`config.mk`:
```
export PLATFORM = sky130hd
export DESIGN_NAME = wbj_mul
export DESIGN_NICKNAME = d
export VERILOG_FILES = /design/src/sv/wbj_pkg.sv /design/src/sv/wbj_mul.sv
export SDC_FILE = /design/constraint.sdc
export NUM_CORES = 2
export LEC_CHECK = 0
export BUFFER_PORTS_ARGS = -buffer_cell sky130_fd_sc_hd__buf_2
export CAP_MARGIN = 20
export CORE_AREA = 3 3 331 579
export DETAILED_ROUTE_END_ITERATION = 7
export DIE_AREA = 0 0 334 582
export GPL_TIMING_DRIVEN = 0
export SYNTH_ARGS = -nofsm -noshare
export SYNTH_HDL_FRONTEND = slang
export SYNTH_SLANG_ARGS = --single-unit
export TNS_END_PERCENT = 5
```
`constraint.sdc`:
```
create_clock -name clk -period 11.25 [get_ports clk]
set_input_delay 2.25 -clock clk [delete_from_list [all_inputs] [get_ports clk]]
set_output_delay 2.25 -clock clk [all_outputs]
set_load 0.03 [all_outputs]
```
`src/sv/wbj_pkg.sv`:
```
`default_nettype none
package wbj_pkg;

	// Storage and field sizes.
	localparam int MAX_BLOCKS      = 1024;
	localparam int VALUE_FRAC_BITS = 24;
	localparam int WSHIFT          = 32 - VALUE_FRAC_BITS;
	localparam int ADDR_W          = $clog2(MAX_BLOCKS);
	localparam int CNT_W           = $clog2(MAX_BLOCKS + 1);
	localparam int VAL_W           = 32;
	localparam int LEN_W           = 24;
	localparam int LSUM_W          = LEN_W + CNT_W;
	localparam int VSUM_W          = VAL_W + CNT_W;
	localparam int WSUM_W          = VAL_W + LEN_W + 1 + CNT_W;
	localparam int EST_W           = 48;
	localparam int VAR_W           = 64;
	localparam int ST_W            = 2;
	localparam int BU_W            = 11;
	localparam int RIDX_W          = 1;
	localparam int RDATA_W         = 32;

	// Wide datapath, divider and multiplier sizes.
	localparam int W         = 128;
	localparam int DV_W      = LSUM_W;
	localparam int DIV_RADIX = 4;
	localparam int DIV_ITERS = W / DIV_RADIX;
	localparam int DCNT_W    = $clog2(DIV_ITERS);
	localparam int MA_W      = 96;
	localparam int MB_W      = 64;
	localparam int CLAMP_BIT = 120;

	// Result status codes.
	localparam logic [ST_W-1:0] ST_OK        = 2'd0;
	localparam logic [ST_W-1:0] ST_NO_BLOCKS = 2'd1;
	localparam logic [ST_W-1:0] ST_ZERO_DEN  = 2'd2;

	// Configuration register indexes.
	localparam logic [RIDX_W-1:0] REG_TOTAL_GIVEN    = 1'b0;
	localparam logic [RIDX_W-1:0] REG_TOTAL_ESTIMATE = 1'b1;

	typedef enum logic [4:0] {
		S_LOAD, S_CHECK, S_WMEAN, S_EST, S_ESTW, S_CISS, S_CW,
		S_RD, S_T0, S_M1, S_M2, S_D1, S_M3, S_D2, S_M4, S_ACC,
		S_VAR, S_VW, S_EMIT
	} phase_t;

	typedef struct packed {
		logic busy;
		logic done;
	} unit_stat_t;

	// Magnitude of a signed 64-bit value.
	function automatic logic [63:0] abs64(input logic signed [63:0] x);
		abs64 = x[63] ? 64'(-x) : 64'(x);
	endfunction

	// Magnitude of a signed wide value.
	function automatic logic [W-1:0] absw(input logic signed [W-1:0] x);
		absw = x[W-1] ? W'(-x) : W'(x);
	endfunction

	// Saturate a wide signed value to the estimate width.
	function automatic logic signed [EST_W-1:0] sat_est(input logic signed [W-1:0] x);
		logic same;
		same = (&x[W-1:EST_W-1]) || !(|x[W-1:EST_W-1]);
		if (same) begin
			sat_est = x[EST_W-1:0];
		end else if (x[W-1]) begin
			sat_est = {1'b1, {(EST_W-1){1'b0}}};
		end else begin
			sat_est = {1'b0, {(EST_W-1){1'b1}}};
		end
	endfunction

	// Clamp a non-negative accumulator at two to the power CLAMP_BIT.
	function automatic logic [W-1:0] clamp_acc(input logic [W-1:0] x);
		if (!x[W-1] && (|x[W-2:CLAMP_BIT])) begin
			clamp_acc = W'(1) << CLAMP_BIT;
		end else begin
			clamp_acc = x;
		end
	endfunction

endpackage
`default_nettype wire

```
`src/sv/wbj_mul.sv`:
```
`default_nettype none
module wbj_mul (
	input  wire logic                     clk,
	input  wire logic                     arst_n,
	input  wire logic                     start,
	input  wire logic [wbj_pkg::MA_W-1:0] a,
	input  wire logic [wbj_pkg::MB_W-1:0] b,
	output logic      [wbj_pkg::W-1:0]    product,
	output wbj_pkg::unit_stat_t           stat
);

	logic [wbj_pkg::MA_W-1:0] a_q;
	logic [wbj_pkg::MB_W-1:0] b_q;
	logic [1:0]               ia_q;
	logic                     jb_q;
	logic                     iss_q, done_q;
	logic [63:0]              p_s1;
	logic [1:0]               sh_s1;
	logic                     vld_s1;
	logic [wbj_pkg::W-1:0]    acc_q, shifted;
	logic [31:0]              a_ch, b_ch;

	// Chunk selection for the current partial product.
	always_comb begin
		case (ia_q)
			2'd0:    a_ch = a_q[31:0];
			2'd1:    a_ch = a_q[63:32];
			default: a_ch = a_q[95:64];
		endcase
		b_ch = jb_q ? b_q[63:32] : b_q[31:0];
	end

	// Align the registered partial product.
	always_comb begin
		case (sh_s1)
			2'd0:    shifted = {64'b0, p_s1};
			2'd1:    shifted = {32'b0, p_s1, 32'b0};
			2'd2:    shifted = {p_s1, 64'b0};
			default: shifted = {p_s1[31:0], 96'b0};
		endcase
	end

	// Sequencing over the six partial products.
	always_ff @(posedge clk or negedge arst_n) begin
		if (!arst_n) begin
			ia_q <= '0;
			jb_q <= 1'b0;
			iss_q <= 1'b0;
			vld_s1 <= 1'b0;
			done_q <= 1'b0;
		end else if (start) begin
			ia_q <= '0;
			jb_q <= 1'b0;
			iss_q <= 1'b1;
			vld_s1 <= 1'b0;
			done_q <= 1'b0;
		end else begin
			vld_s1 <= iss_q;
			done_q <= vld_s1 && !iss_q;
			if (iss_q) begin
				if (ia_q == 2'd2) begin
					ia_q <= '0;
					if (jb_q) begin
						iss_q <= 1'b0;
					end else begin
						jb_q <= 1'b1;
					end
				end else begin
					ia_q <= ia_q + 2'd1;
				end
			end
		end
	end

	// One 32 by 32 product a cycle, then accumulate.
	always_ff @(posedge clk) begin
		if (start) begin
			a_q <= a;
			b_q <= b;
			acc_q <= '0;
		end else begin
			if (iss_q) begin
				p_s1 <= a_ch * b_ch;
				sh_s1 <= ia_q + {1'b0, jb_q};
			end
			if (vld_s1) begin
				acc_q <= acc_q + shifted;
			end
		end
	end

	assign product = acc_q;
	assign stat.busy = iss_q | vld_s1;
	assign stat.done = done_q;

endmodule
`default_nettype wire

```
# Word-level counts from Yosys, hierarchy flattened
# Cells that the tools add are included.
# op_classes
n_reduce_logical	8
n_mux	15
n_eq_ne	4
bitwise_logic	2
addsub	3
mul	1
# ops
cell	count
$pmux W128 S3	1
$add A128 B128 Y128	1
$mul A32 B32 Y64	1
$pmux W32 S2	1
$mux W32	1
$mux W1	9
$mux W2	3
$eq A2 B1 Y1 const B	2
$eq A2 B2 Y1 const B	2
$logic_not A2 Y1	2
$reduce_and A2 Y1	2
$reduce_bool A2 Y1	2
$add A2 B1 Y2	1
$add A2 B1 Y2 const B	1
$logic_and A1 B1 Y1	1
$logic_not A1 Y1	1
$not A1 Y1	1
$or A1 B1 Y1	1
# totals
wordCells	43
regBits	360

# Logic depth before layout (Yosys ltp)
# depth
word_depth	4
depth_mapped	34

# Least setup slack after synthesis
# OpenSTA, ideal clock, no wires.
# synth_path
path_type	register -> register
from	reg ia_q[0]
to	reg p_s1[61], data pin
slack_ns	2.345
arrival_ns	8.633
path_buffers	4
setup_time_ns	0.272
period_less_slack_ns	8.905
required_time_ns	10.978
path_stages_with_launch	32
cell_sequence	dfrtp_1 -> clkbuf_1 -> clkbuf_1 -> mux2i_1 -> o21a_1 -> clkbuf_1 -> buf_1 -> nor2_1 -> fa_1 -> fa_1 -> inv_1 -> fa_1 -> fa_1 -> inv_1 -> fa_1 -> fa_1 -> fa_1 -> inv_1 -> fa_1 -> inv_1 -> ha_1 -> a21o_1 -> a21o_1 -> a21oi_1 -> o21ai_0 -> a221oi_1 -> a21boi_1 -> nand4_1 -> nand3_1 -> o21ai_2 -> and4b_1 -> or4_1
# synth_between
elab_chain_cells	3
elab_cells_between_ends	4
classes_between	mul (1); eq/ne (1); mux (1); reduce/logical (1)
# synth_rtl
element	line_no	text
start: declaration	wbj_mul.sv:14	logic [1:0] ia_q;
start signal: assignment	wbj_mul.sv:69	ia_q <= ia_q + 2'd1;
$eq A2 B1 Y1 or $logic_not A2 Y1 (tied branches)	wbj_mul.sv:25	case (ia_q)
$pmux W32 S2 *	wbj_mul.sv:25	
$mul A32 B32 Y64 *	wbj_mul.sv:83	p_s1 <= a_ch * b_ch;
end signal: assignment	wbj_mul.sv:83	
end: declaration	wbj_mul.sv:17	logic [63:0] p_s1;
# Mark *: on every way between the ends. The rest lies on a longest branch, timed or not.
# A chain may end at the register's enable or synchronous reset.

# Worst setup path in the final report
# layout_path
from	reg jb_q
to	reg p_s1[60], data pin
# layout_between
elab_chain_cells	2
# layout_rtl
element	line_no	text
start: declaration	wbj_mul.sv:15	logic jb_q;
start signal: assignment	wbj_mul.sv:47	jb_q <= 1'b0;
start signal: assignment	wbj_mul.sv:53	jb_q <= 1'b0;
start signal: assignment	wbj_mul.sv:66	jb_q <= 1'b1;
$mux W32	wbj_mul.sv:30	b_ch = jb_q ? b_q[63:32] : b_q[31:0];
$mul A32 B32 Y64	wbj_mul.sv:83	
# No other way between the ends.

==> reports/metrics.cfg <==
[synth]
yosys.area.top_type = fa_1
seq_area_frac_synth_pct = 17.51
ys.warnings.count = 0
synth_edf_count = 226
synthFlopType = edfxtp_1
synth_seq_cells = 360
ys_async_sr_fraction_pct = 1.667
netlist_area_um2 = 54260
synth.distinct_cells = 95
postSynthAreaPerCell_um2 = 8.928
synth_area_leaders = fa_1 (33%), edfxtp_1 (13%), ha_1 (9.0%)
syn_inst = 6078
synth_top_area_share_pct = 33.09
synth_nets = 7529

[setup_path]
crit_slowest_cell = clkbuf_1
crit_required_ns = 11.69
cpMostUsedCell = fa_1
reg2reg_setup_slack_ns = 0.24
reg2reg_to = p_s1[60]
cp_max_fo = 10
worstRegToRegCells = 28
cp-end-kind = flop
r2r_start = jb_q
critPathArrivalTime_ns = 11.45
slowest_delay_ns = 0.83
worstSetupPathType = flop to flop
crit_path_start_kind = flop

[layout]
fin_cells = 8967
seq_area_um2 = 9499
area_growth_pct = 13.80
fin_nets = 7944
fill_cells = 19670
multi_input_area_um2 = 40190
drive_above_1_share_pct = 9.637

[detailed_routing]
routedWlPerCell_um = 30.15
vias_per_cell = 5.152
num_vias = 46190
drt_iter0_drc = 3142
first_pass_iters = 5
ant_nets = 0
postRouteWirelength_um = 270400
route.detailed.drc = 0

[timing]
fin_crit_ns = 11.01
worst_pin_slew_ns = 1.305
finalSetupViolCount = 0
fin_skew_ns = 0.08913
period_share_pct = 97.90
max_freq_mhz = 90.80
slew_violations = 0
max_slew_margin_pct = 13.01
final-hold-violation-count = 0

[clock_network]
post_cts_buffers = 0
htreeDepth = 2
cts_resized = 51
clk_latency_ns = 0.70
holdBufCountCts = 0
clock_sinks = 360
clk_pin_slew_worst_paths_ns = 0.06
cts_buffers = 42
clock-root-buffer = clkbuf_16
cts_tree = yes
cts_buffer_depth = 3

[placed_design]
gp_congestion = 1.045
dpl.hpwl_um = 233100
dp.cells = 8893
io_buffers = 292

[floorplanning]
die_w_um = 334
initial_utilization_pct = 29.01
fp.coreArea_um2 = 187100
rows = 210
io_pins = 293
fp.dieH_um = 582
dieArea_um2 = 194400

[min_path]
min_path_type = flop to flop
min_delay_worst_endpoint = product[92]
min_path_cells = 2
min_from = product[92]

[grt]
grt_pass1_wl_um = 371800
antenna_found_initial = 4
grt-ovfl-total = 0
grtUsageTotal_pct = 27.55
grt_pass1_vias = 49370
grt_max_degree = 124

[status]
run_status = finished, final reports clean

[run]
max_cap_viol_count = 0

[cells in the final DEF (no fill, tap or decap), types with 80 or more instances in the layout]
master	Yosys	final
xnor2_1	95	95
a21o_1	85	85
buf_2	24	320
clkbuf_1	278	230
a21oi_1	290	289
ha_1	391	391
mux2i_1	146	128
dfxtp_1	128	128
fa_1	897	897
xor2_1	80	80
nand2_1	695	695
nand4_1	80	80
o21ai_0	150	144
edfxtp_1	226	226
nor2_1	885	884
inv_1	943	943
[sequential cells by signal, summed over array words and instances (netlist names)]
signal,count
iss_q,1
a_q,96
p_s1,64
done_q,1
sh_s1,2
vld_s1,1
b_q,64
ia_q,2
jb_q,1
product,128
[worst max-delay path: cells and delay by family, from the launching register on]
| family | cells | cell delay [ns] |
|---|---|---|
| compound gates | 8 | 2.24 |
| mux | 1 | 0.60 |
| simple gates | 2 | 0.38 |
| buf+inv | 7 | 2.24 |
| fa+ha+maj | 9 | 4.56 |
| xor+xnor | 1 | 0.36 |
| flops | 1 | 0.36 |
[stage by stage]
step           hold WS [ns]  setup TNS [ns]  setup slack (ns)  utilization (%)  cell area (um2)
6_report             0.4619               0            0.2363            33.01            61750
5_1_grt              0.4856       -0.004496         -0.004496            33.01            61750
4_1_cts              0.4686               0           0.03269            32.95            61650
2_1_floorplan        0.4686               0             2.345                -            54260
3_3_place_gp         0.4542          -75.79            -2.952            31.42            58780
3_5_place_dp         0.4602          -20.02            -1.371            32.15            60150
[logic make-up (layout without fill, tap and decap cells)]
| family | after synthesis | count (layout) | synth area share, % |
|---|---|---|---|
| flops | 360 | 360 | 17.51 |
| mux | 180 | 180 | 3.399 |
| buf+inv | 1270 | 1719 | 8.847 |
| other cells | 0 | 2 | 0 |
| compound gates | 911 | 911 | 10.73 |
| fa+ha+maj | 1288 | 1288 | 42.11 |
| simple gates | 1894 | 1894 | 14.58 |
| xor+xnor | 175 | 175 | 2.825 |
[Yosys cell counts, drive strengths merged (40+ instances only)]
cell,instances
inv,945
nand2,695
and2,40
o21bai,58
xnor2,95
a21oi,294
nand3,40
nor2,885
o21ai,215
edfxtp,226
dfxtp,128
xor2,80
clkbuf,278
ha,391
buf,46
mux2i,146
a21o,85
nand4,81
fa,897
o21a,59
[layer usage]
metal | up-vias | GRT usage (%) | share of wire (%)
li1 | 20270 | - | -
met3 | 784 | 3.667 | 5.0
met5 | - | 0 | 0.016
met1 | 23140 | 26.58 | 32
met4 | 6 | 28.03 | 13
met2 | 1998 | 49.22 | 50
[how the worst max path moves through the flow]
stage,from,to,slack (ns),depth (start not counted)
after floorplan,ia_q[0],p_s1[61],2.35,31
after global placement,jb_q,p_s1[61],-2.95,29
after detailed placement,jb_q,p_s1[61],-1.37,30
after CTS,ia_q[0],p_s1[61],0.03,31
after global routing,ia_q[1],p_s1[61],-0.004,30
final,jb_q,p_s1[60],0.24,28
[final cells by class]
cell class              count  share of cell area [%]
multi-input cells        4448                   65.08
clock buffers              47                   1.732
clock inverters            31                  0.5410
plain buffers             316                   2.162
diodes                      2                0.008105
inverters                 946                   5.750
flip-flops and latches    360                   15.38
well taps                2438                   4.940
repair buffers            379                   4.407
Power is not shown: default switching activity piles up to over one toggle a cycle in this logic, so the estimate is an artifact.
