--- src/sv/wbj_pkg.sv ---
`default_nettype none
package wbj_pkg;

	// Storage and field sizes.
	localparam int MAX_BLOCKS      = 1024;
	localparam int VALUE_FRAC_BITS = 24;
	localparam int WSHIFT          = 32 - VALUE_FRAC_BITS;
	localparam int ADDR_W          = $clog2(MAX_BLOCKS);
	localparam int CNT_W           = $clog2(MAX_BLOCKS + 1);
	localparam int VAL_W           = 32;
	localparam int LEN_W           = 24;
	localparam int LSUM_W          = LEN_W + CNT_W;
	localparam int VSUM_W          = VAL_W + CNT_W;
	localparam int WSUM_W          = VAL_W + LEN_W + 1 + CNT_W;
	localparam int EST_W           = 48;
	localparam int VAR_W           = 64;
	localparam int ST_W            = 2;
	localparam int BU_W            = 11;
	localparam int RIDX_W          = 1;
	localparam int RDATA_W         = 32;

	// Wide datapath, divider and multiplier sizes.
	localparam int W         = 128;
	localparam int DV_W      = LSUM_W;
	localparam int DIV_RADIX = 4;
	localparam int DIV_ITERS = W / DIV_RADIX;
	localparam int DCNT_W    = $clog2(DIV_ITERS);
	localparam int MA_W      = 96;
	localparam int MB_W      = 64;
	localparam int CLAMP_BIT = 120;

	// Result status codes.
	localparam logic [ST_W-1:0] ST_OK        = 2'd0;
	localparam logic [ST_W-1:0] ST_NO_BLOCKS = 2'd1;
	localparam logic [ST_W-1:0] ST_ZERO_DEN  = 2'd2;

	// Configuration register indexes.
	localparam logic [RIDX_W-1:0] REG_TOTAL_GIVEN    = 1'b0;
	localparam logic [RIDX_W-1:0] REG_TOTAL_ESTIMATE = 1'b1;

	typedef enum logic [4:0] {
		S_LOAD, S_CHECK, S_WMEAN, S_EST, S_ESTW, S_CISS, S_CW,
		S_RD, S_T0, S_M1, S_M2, S_D1, S_M3, S_D2, S_M4, S_ACC,
		S_VAR, S_VW, S_EMIT
	} phase_t;

	typedef struct packed {
		logic busy;
		logic done;
	} unit_stat_t;

	// Magnitude of a signed 64-bit value.
	function automatic logic [63:0] abs64(input logic signed [63:0] x);
		abs64 = x[63] ? 64'(-x) : 64'(x);
	endfunction

	// Magnitude of a signed wide value.
	function automatic logic [W-1:0] absw(input logic signed [W-1:0] x);
		absw = x[W-1] ? W'(-x) : W'(x);
	endfunction

	// Saturate a wide signed value to the estimate width.
	function automatic logic signed [EST_W-1:0] sat_est(input logic signed [W-1:0] x);
		logic same;
		same = (&x[W-1:EST_W-1]) || !(|x[W-1:EST_W-1]);
		if (same) begin
			sat_est = x[EST_W-1:0];
		end else if (x[W-1]) begin
			sat_est = {1'b1, {(EST_W-1){1'b0}}};
		end else begin
			sat_est = {1'b0, {(EST_W-1){1'b1}}};
		end
	endfunction

	// Clamp a non-negative accumulator at two to the power CLAMP_BIT.
	function automatic logic [W-1:0] clamp_acc(input logic [W-1:0] x);
		if (!x[W-1] && (|x[W-2:CLAMP_BIT])) begin
			clamp_acc = W'(1) << CLAMP_BIT;
		end else begin
			clamp_acc = x;
		end
	endfunction

endpackage
`default_nettype wire

--- src/sv/wbj_div.sv ---
`default_nettype none
module wbj_div (
	input  wire logic                     clk,
	input  wire logic                     arst_n,
	input  wire logic                     start,
	input  wire logic [wbj_pkg::W-1:0]    dividend,
	input  wire logic [wbj_pkg::DV_W-1:0] divisor,
	output logic      [wbj_pkg::W-1:0]    quotient,
	output wbj_pkg::unit_stat_t           stat
);

	logic [wbj_pkg::W-1:0]      dq_q, dq_n;
	logic [wbj_pkg::DV_W:0]     rem_q, rem_n;
	logic [wbj_pkg::DV_W-1:0]   dvs_q;
	logic [wbj_pkg::DCNT_W-1:0] cnt_q;
	logic                       busy_q, done_q;

	// Restoring division, several quotient bits per cycle.
	always_comb begin
		logic [wbj_pkg::W-1:0]  d;
		logic [wbj_pkg::DV_W:0] r;
		d = dq_q;
		r = rem_q;
		for (int k = 0; k < wbj_pkg::DIV_RADIX; k++) begin
			r = {r[wbj_pkg::DV_W-1:0], d[wbj_pkg::W-1]};
			d = {d[wbj_pkg::W-2:0], 1'b0};
			if (r >= {1'b0, dvs_q}) begin
				r = r - {1'b0, dvs_q};
				d[0] = 1'b1;
			end
		end
		dq_n = d;
		rem_n = r;
	end

	// Iteration control.
	always_ff @(posedge clk or negedge arst_n) begin
		if (!arst_n) begin
			busy_q <= 1'b0;
			done_q <= 1'b0;
			cnt_q <= '0;
		end else if (start) begin
			busy_q <= 1'b1;
			done_q <= 1'b0;
			cnt_q <= '0;
		end else if (busy_q) begin
			cnt_q <= cnt_q + 1'b1;
			if (cnt_q == wbj_pkg::DCNT_W'(wbj_pkg::DIV_ITERS - 1)) begin
				busy_q <= 1'b0;
				done_q <= 1'b1;
			end
		end else begin
			done_q <= 1'b0;
		end
	end

	// Partial remainder and quotient shift register.
	always_ff @(posedge clk) begin
		if (start) begin
			dq_q <= dividend;
			rem_q <= '0;
			dvs_q <= divisor;
		end else if (busy_q) begin
			dq_q <= dq_n;
			rem_q <= rem_n;
		end
	end

	assign quotient = dq_q;
	assign stat.busy = busy_q;
	assign stat.done = done_q;

endmodule
`default_nettype wire

--- config.mk ---
export PLATFORM = sky130hd
export DESIGN_NAME = wbj_div
export DESIGN_NICKNAME = d
export VERILOG_FILES = /design/src/sv/wbj_pkg.sv /design/src/sv/wbj_div.sv
export SDC_FILE = /design/constraint.sdc
export NUM_CORES = 1
export LEC_CHECK = 0
export BUFFER_PORTS_ARGS = -buffer_cell sky130_fd_sc_hd__buf_2
export CORE_ASPECT_RATIO = 2
export CORE_MARGIN = 4
export CORE_UTILIZATION = 43
export DETAILED_ROUTE_END_ITERATION = 12
export GPL_TIMING_DRIVEN = 0
export PLACE_DENSITY = 0.61
export RECOVER_POWER = 100
export SYNTH_ARGS = -nofsm -noshare
export SYNTH_HDL_FRONTEND = slang
export SYNTH_SLANG_ARGS = --single-unit
--- constraint.sdc ---
create_clock -name clk -period 33.5 [get_ports clk]
set_input_delay 3.35 -clock clk [delete_from_list [all_inputs] [get_ports clk]]
set_output_delay 3.35 -clock clk [all_outputs]
set_load 0.01 [all_outputs]
-- After elaboration in Yosys (flattened, before gate mapping)
Index checks and enable logic that the tools add are counted.
- bits of input ports: 166
- register bits: 205
- word-level logic and storage cells: 36
- reductions and logical operators: 1
- magnitude comparators: 4
- $add $sub $neg: 5
- muxes and demuxes: 18
- equality and inequality tests: 2
- operators with widths (operator ; count):
    128-bit 2-to-1 mux ; 2
    36-bit by 35-bit greater-or-equal comparator with 1-bit output ; 4
    35-bit 2-to-1 mux ; 4
    35-bit subtractor ; 4
    1-bit 2-to-1 mux ; 10
    5-bit 2-to-1 mux ; 2
    5-bit by 1-bit adder with 5-bit output, second input constant ; 1
    5-bit == test, second input constant ; 1
    3-bit by 2-bit inequality test with 1-bit output, second input constant ; 1
    2-bit nonzero test ; 1

-- Depth between registers and ports, before layout
- depth after elaboration: 10
- depth in mapped cells: 58
- mapped depth without buffers: 50

-- Worst setup path before layout
No wires, ideal clock.
- path type: register to register
- from: reg dq_q, in the netlist quotient[127]
- to: reg rem_q[0] in the netlist's numbering
- arrival: 11.524 ns
- setup slack: 21.891 ns
- setup time: 0.086 ns
- stages on the path, launching flop included: 56
- path through: edfxtp_1 > inv_1 > ha_1 > inv_1 > fa_1 > a211oi_2 > o211ai_2 > a211oi_1 > o31ai_2 > a31oi_1 > clkbuf_1 > clkbuf_1 > clkbuf_1 > mux2i_1 > inv_1 > ha_1 > nand2_1 > or4b_1 > [20 not listed] > buf_2 > clkbuf_1 > o22a_1 > o31ai_1 > ha_1 > a21o_1 > a21o_1 > a221oi_1 > o221ai_1 > a31oi_1 > a31oi_1 > nand2_1 > nand2_1 > a31o_1 > a21oi_4 > buf_6 > mux2_1 > a211oi_1
- word-level cells in the longest chain between the ends: 8
- ends and longest elaborated chain (element ; RTL line ; RTL):
    from (decl) ; wbj_div.sv:12 ; logic [wbj_pkg::W-1:0] dq_q, dq_n;
    from (signal assigned) ; wbj_div.sv:60 ; dq_q <= dividend;
    from (signal assigned) ; wbj_div.sv:64 ; dq_q <= dq_n;
    35-bit subtractor or 36-bit by 35-bit greater-or-equal comparator with 1-bit output (tied branches) ; wbj_div.sv:28, wbj_div.sv:27 ;
    35-bit 2-to-1 mux (*) ; wbj_div.sv:27 ; if (r >= {1'b0, dvs_q}) begin
    35-bit subtractor or 36-bit by 35-bit greater-or-equal comparator with 1-bit output (tied branches) ; wbj_div.sv:28, wbj_div.sv:27 ;
    35-bit 2-to-1 mux (*) ; wbj_div.sv:27 ;
    35-bit subtractor or 36-bit by 35-bit greater-or-equal comparator with 1-bit output (tied branches) ; wbj_div.sv:28, wbj_div.sv:27 ;
    35-bit 2-to-1 mux (*) ; wbj_div.sv:27 ;
    36-bit by 35-bit greater-or-equal comparator with 1-bit output (*) ; wbj_div.sv:27 ;
    35-bit 2-to-1 mux (*) ; wbj_div.sv:27 ;
    to (signal assigned) ; wbj_div.sv:65 ; rem_q <= rem_n;
    to (decl) ; wbj_div.sv:13 ; logic [wbj_pkg::DV_W:0] rem_q, rem_n;
Mark *: on every way between the ends. The rest lies on a longest branch, timed or not.
A chain may end at the register's enable or synchronous reset.

-- Worst setup path in the final report
- from: reg dvs_q[1] in the netlist's numbering
- to: reg rem_q[26] in the netlist's numbering
- word-level cells in the longest chain between the ends: 8
- ends and longest elaborated chain (element ; RTL line ; RTL):
    from (decl) ; wbj_div.sv:14 ; logic [wbj_pkg::DV_W-1:0] dvs_q;
    from (signal assigned) ; wbj_div.sv:62 ; dvs_q <= divisor;
    35-bit subtractor or 36-bit by 35-bit greater-or-equal comparator with 1-bit output (tied branches) ; wbj_div.sv:28, wbj_div.sv:27 ;
    35-bit 2-to-1 mux ; wbj_div.sv:27 ;
    35-bit subtractor or 36-bit by 35-bit greater-or-equal comparator with 1-bit output (tied branches) ; wbj_div.sv:28, wbj_div.sv:27 ;
    35-bit 2-to-1 mux ; wbj_div.sv:27 ;
    35-bit subtractor or 36-bit by 35-bit greater-or-equal comparator with 1-bit output (tied branches) ; wbj_div.sv:28, wbj_div.sv:27 ;
    35-bit 2-to-1 mux ; wbj_div.sv:27 ;
    35-bit subtractor or 36-bit by 35-bit greater-or-equal comparator with 1-bit output (tied branches) ; wbj_div.sv:28, wbj_div.sv:27 ;
    35-bit 2-to-1 mux (*) ; wbj_div.sv:27 ;
Marked as above.

==> impl_metrics.csv <==
group,metric,value,unit
placement,dp_hpwl,55.1,mm
finish,stdcell_area,19600,sq um
critical_path,crit_top_cell,"clkbuf_1",
clock_network,cts_tree,"done",
synth,netlist_instances,1782,
critical_path,reg2reg_to,"rem_q[26]",
floorplan,fp.dieH,289,um
hold_path,hold_class,"register to register",
global_route,grt_max_degree,100,
floorplan,initial_core_util,0.437,
clock_network,cts_buffers,22,
clock_network,clock-sinks,205,
critical_path,cp-start-kind,"register",
timing,setup_viol,0,
synth,ys.flop_type,"edfxtp_1",
synth,yosys_warnings,0,
floorplan,num_rows,102,
clock_network,clk_latency,0.55,ns
synth,synth_top_area_frac,0.289,
timing,setup_ws,11.43,ns
timing,hold_ws,0.489,ns
detailed_routing,ant_nets,0,
clock_network,clk_path_buf_depth,3,
synth,yosysMostFrequentCell,"edfxtp_1",
synth,syn-cell-area,17000,sq um
flow_run,drv_cap,3,
finish,drive_gt1_frac,0.174,
critical_path,cpLargestDelayFamily,"compound AO/OA/AOI/OAI gates",
synth,synthDistinctLibCells,84,
detailed_routing,drc_errors,0,
timing,clock_skew,0.0301,ns
clock_network,cts.clk_slew.worst_paths,0.08,ns
synth,synthTopCellsByArea,"edfxtp_1 (29%), ha_1 (10%), mux2_2 (9.2%)",
critical_path,critical_path_depth,53,
detailed_routing,wire_per_inst,25.7,um
finish,syn_to_final_growth,15.8,%
critical_path,critPathArrivalTime,22.45,ns
timing,fmax,0.0453,GHz
critical_path,cp-end-kind,"register",
detailed_routing,drt_wl_total,67.9,mm
timing,relSlewSlack,-2.55,
floorplan,boundaryPins,296,
placement,pre_cts_ws,15.14,ns
placement,placed_cell_area,19100,sq um
timing,finalSetupTns,0,ns
synth,synth_edf_count,163,
global_route,overflow,0,
global_route,grt_pass1_wl,98.8,mm
detailed_routing,vias,16000,
synth,syn-num-nets,2094,
critical_path,cp.required,33.88,ns
timing,finalMaxSlewViolations,152,
timing,worst_pin_slew,5.33,ns
timing,rsz0062_at_grt,"no",
clock_network,root_buffer,"clkbuf_16",
critical_path,r2r_slack,11.43,ns
placement,place.gp.congestion,0.999,
critical_path,timing.critical_path.fanout_max,10,
floorplan,die_w,148,um
clock_network,holdBufCountCts,0,
critical_path,reg2reg_from,"dvs_q[1]",
synth,yosysSeqAreaShare,0.340,
finish,nNetsFinal,2414,
critical_path,crit_end,"rem_q[26]",
clock_network,htreeDepth,1,
detailed_routing,dr.pass1.iters,8,
status,status,"finished with violations",
synth,yosysTopAreaCell,"edfxtp_1",
critical_path,crit_path_top_delay_cell,"a311oi_1",
global_route,grt_usage,0.306,
timing,hold_viol,0,
clock_network,ctsResizeCount,0,
timing,post-route-period-util,0.659,
floorplan,die_area,42900,sq um
critical_path,reg2reg_depth,53,
detailed_routing,initialDrtViolationCount,849,
floorplan,core,38800,sq um
timing,period_minus_slack,22.07,ns
clock_network,cts_setup_buffers,0,
critical_path,crit_buf_inv,13,
detailed_routing,vias_per_cell,6.05,
synth,synthTopCellsByCount,"edfxtp_1 (163), ha_1 (142), a21oi_1 (139), mux2_2 (139), nand2_1 (131)",
global_route,antenna_found_initial,1,
synth,avgSynthCellArea,9.52,sq um
synth,async_flop_share,0.0341,
critical_path,max_stage_delay,1.88,ns
placement,io_buffer_count,295,
synth,ys_seq_elements,205,
status,violations,"capacitance limit, slew limit",
global_route,grt_pass1_vias,16600,
critical_path,path_class,"register to register",
critical_path,critical_path.startpoint,"dvs_q[1]",
[cells in the final DEF, fill, tap and decap left out, drive strengths merged, types with 8 or more instances in the layout]
cell    netlist  final
dfxtp        35     35
and3         15     15
o21bai        8      8
nand2       132    132
clkbuf       48    218
edfxtp      163    163
mux2        140    140
ha          142    142
nor3         25     25
a21oi       140    140
nor2b        22     22
or2          12     12
xnor2        61     61
mux2i        59     59
o211ai       15     15
nand3        28     28
nor2        108    108
a31oi        18     18
o31ai         9      9
a21o         64     64
inv          92     94
buf          21    174
a211oi       37     37
nand4        27     27
nand2b       19     19
xor2         46     46
and2          8      8
o221ai       13     13
o21ai       128    128
o21a         23     23
[stage by stage]
stage / instances / util
after floorplan: 1782 / -
after global placement: 2597 / 0.492
after detailed placement: 2598 / 0.493
after CTS: 2638 / 0.514
after global routing: 2639 / 0.506
final: 2639 / 0.506
[registers in the layout (all words and copies together), names as in the netlist]
| signal | count |
|---|---|
| busy_q | 1 |
| rem_q | 35 |
| dvs_q | 35 |
| done_q | 1 |
| cnt_q | 5 |
| quotient | 128 |
[final cells by class]
cell class	count	area, sq um
fill	3836	19200
multi-input combinational	1416	10500
sequential	205	5770
timing repair buffer	296	1320
tap	520	651
clock buffer	27	591
inverter	92	347
buffer	69	280
clock inverter	13	210
antenna	1	2.50
[worst reg2reg max path: cells and delay by family, from the launching register on]
| family | cells | cell delay [ns] |
|---|---|---|
| AO/OA/AOI/OAI | 25 | 9.29 |
| multiplexers | 1 | 0.48 |
| adder cells (fa/ha/maj) | 4 | 1.32 |
| flip-flops | 1 | 0.52 |
| buffers and inverters | 13 | 8.10 |
| AND/OR/NAND/NOR | 10 | 2.18 |
[how the worst min path moves through the flow]
stage / from / end / slack (ns) / depth (start not counted)
final: rem_q[15] / rem_q[15] / 0.49 / 2
after global routing: rem_q[4] / rem_q[4] / 0.51 / 2
after CTS: rem_q[15] / rem_q[15] / 0.49 / 2
after detailed placement: rem_q[15] / rem_q[15] / 0.48 / 2
after global placement: rem_q[9] / rem_q[9] / 0.47 / 2
after floorplan: rem_q[19] / rem_q[19] / 0.45 / 2
[routing by layer]
layer / GRT usage / part of all wire
met1: 0.263 / 0.30
met2: 0.582 / 0.53
met3: 0.0651 / 0.065
met4: 0.266 / 0.11
met5: 0 / 0
[logic make-up (layout without fill, tap and decap cells)]
group | Yosys count | after routing | synth area share
AO/OA/AOI/OAI | 529 | 529 | 0.203
XOR/XNOR | 107 | 107 | 0.0553
adder cells (fa/ha/maj) | 146 | 146 | 0.109
buffers and inverters | 161 | 497 | 0.0390
flip-flops | 205 | 205 | 0.340
multiplexers | 199 | 199 | 0.128
other | 0 | 1 | 0
AND/OR/NAND/NOR | 435 | 435 | 0.125
Power is left out: the tool's default activity adds up to more than one toggle a clock period on the data nets, which glitch-free logic cannot reach.
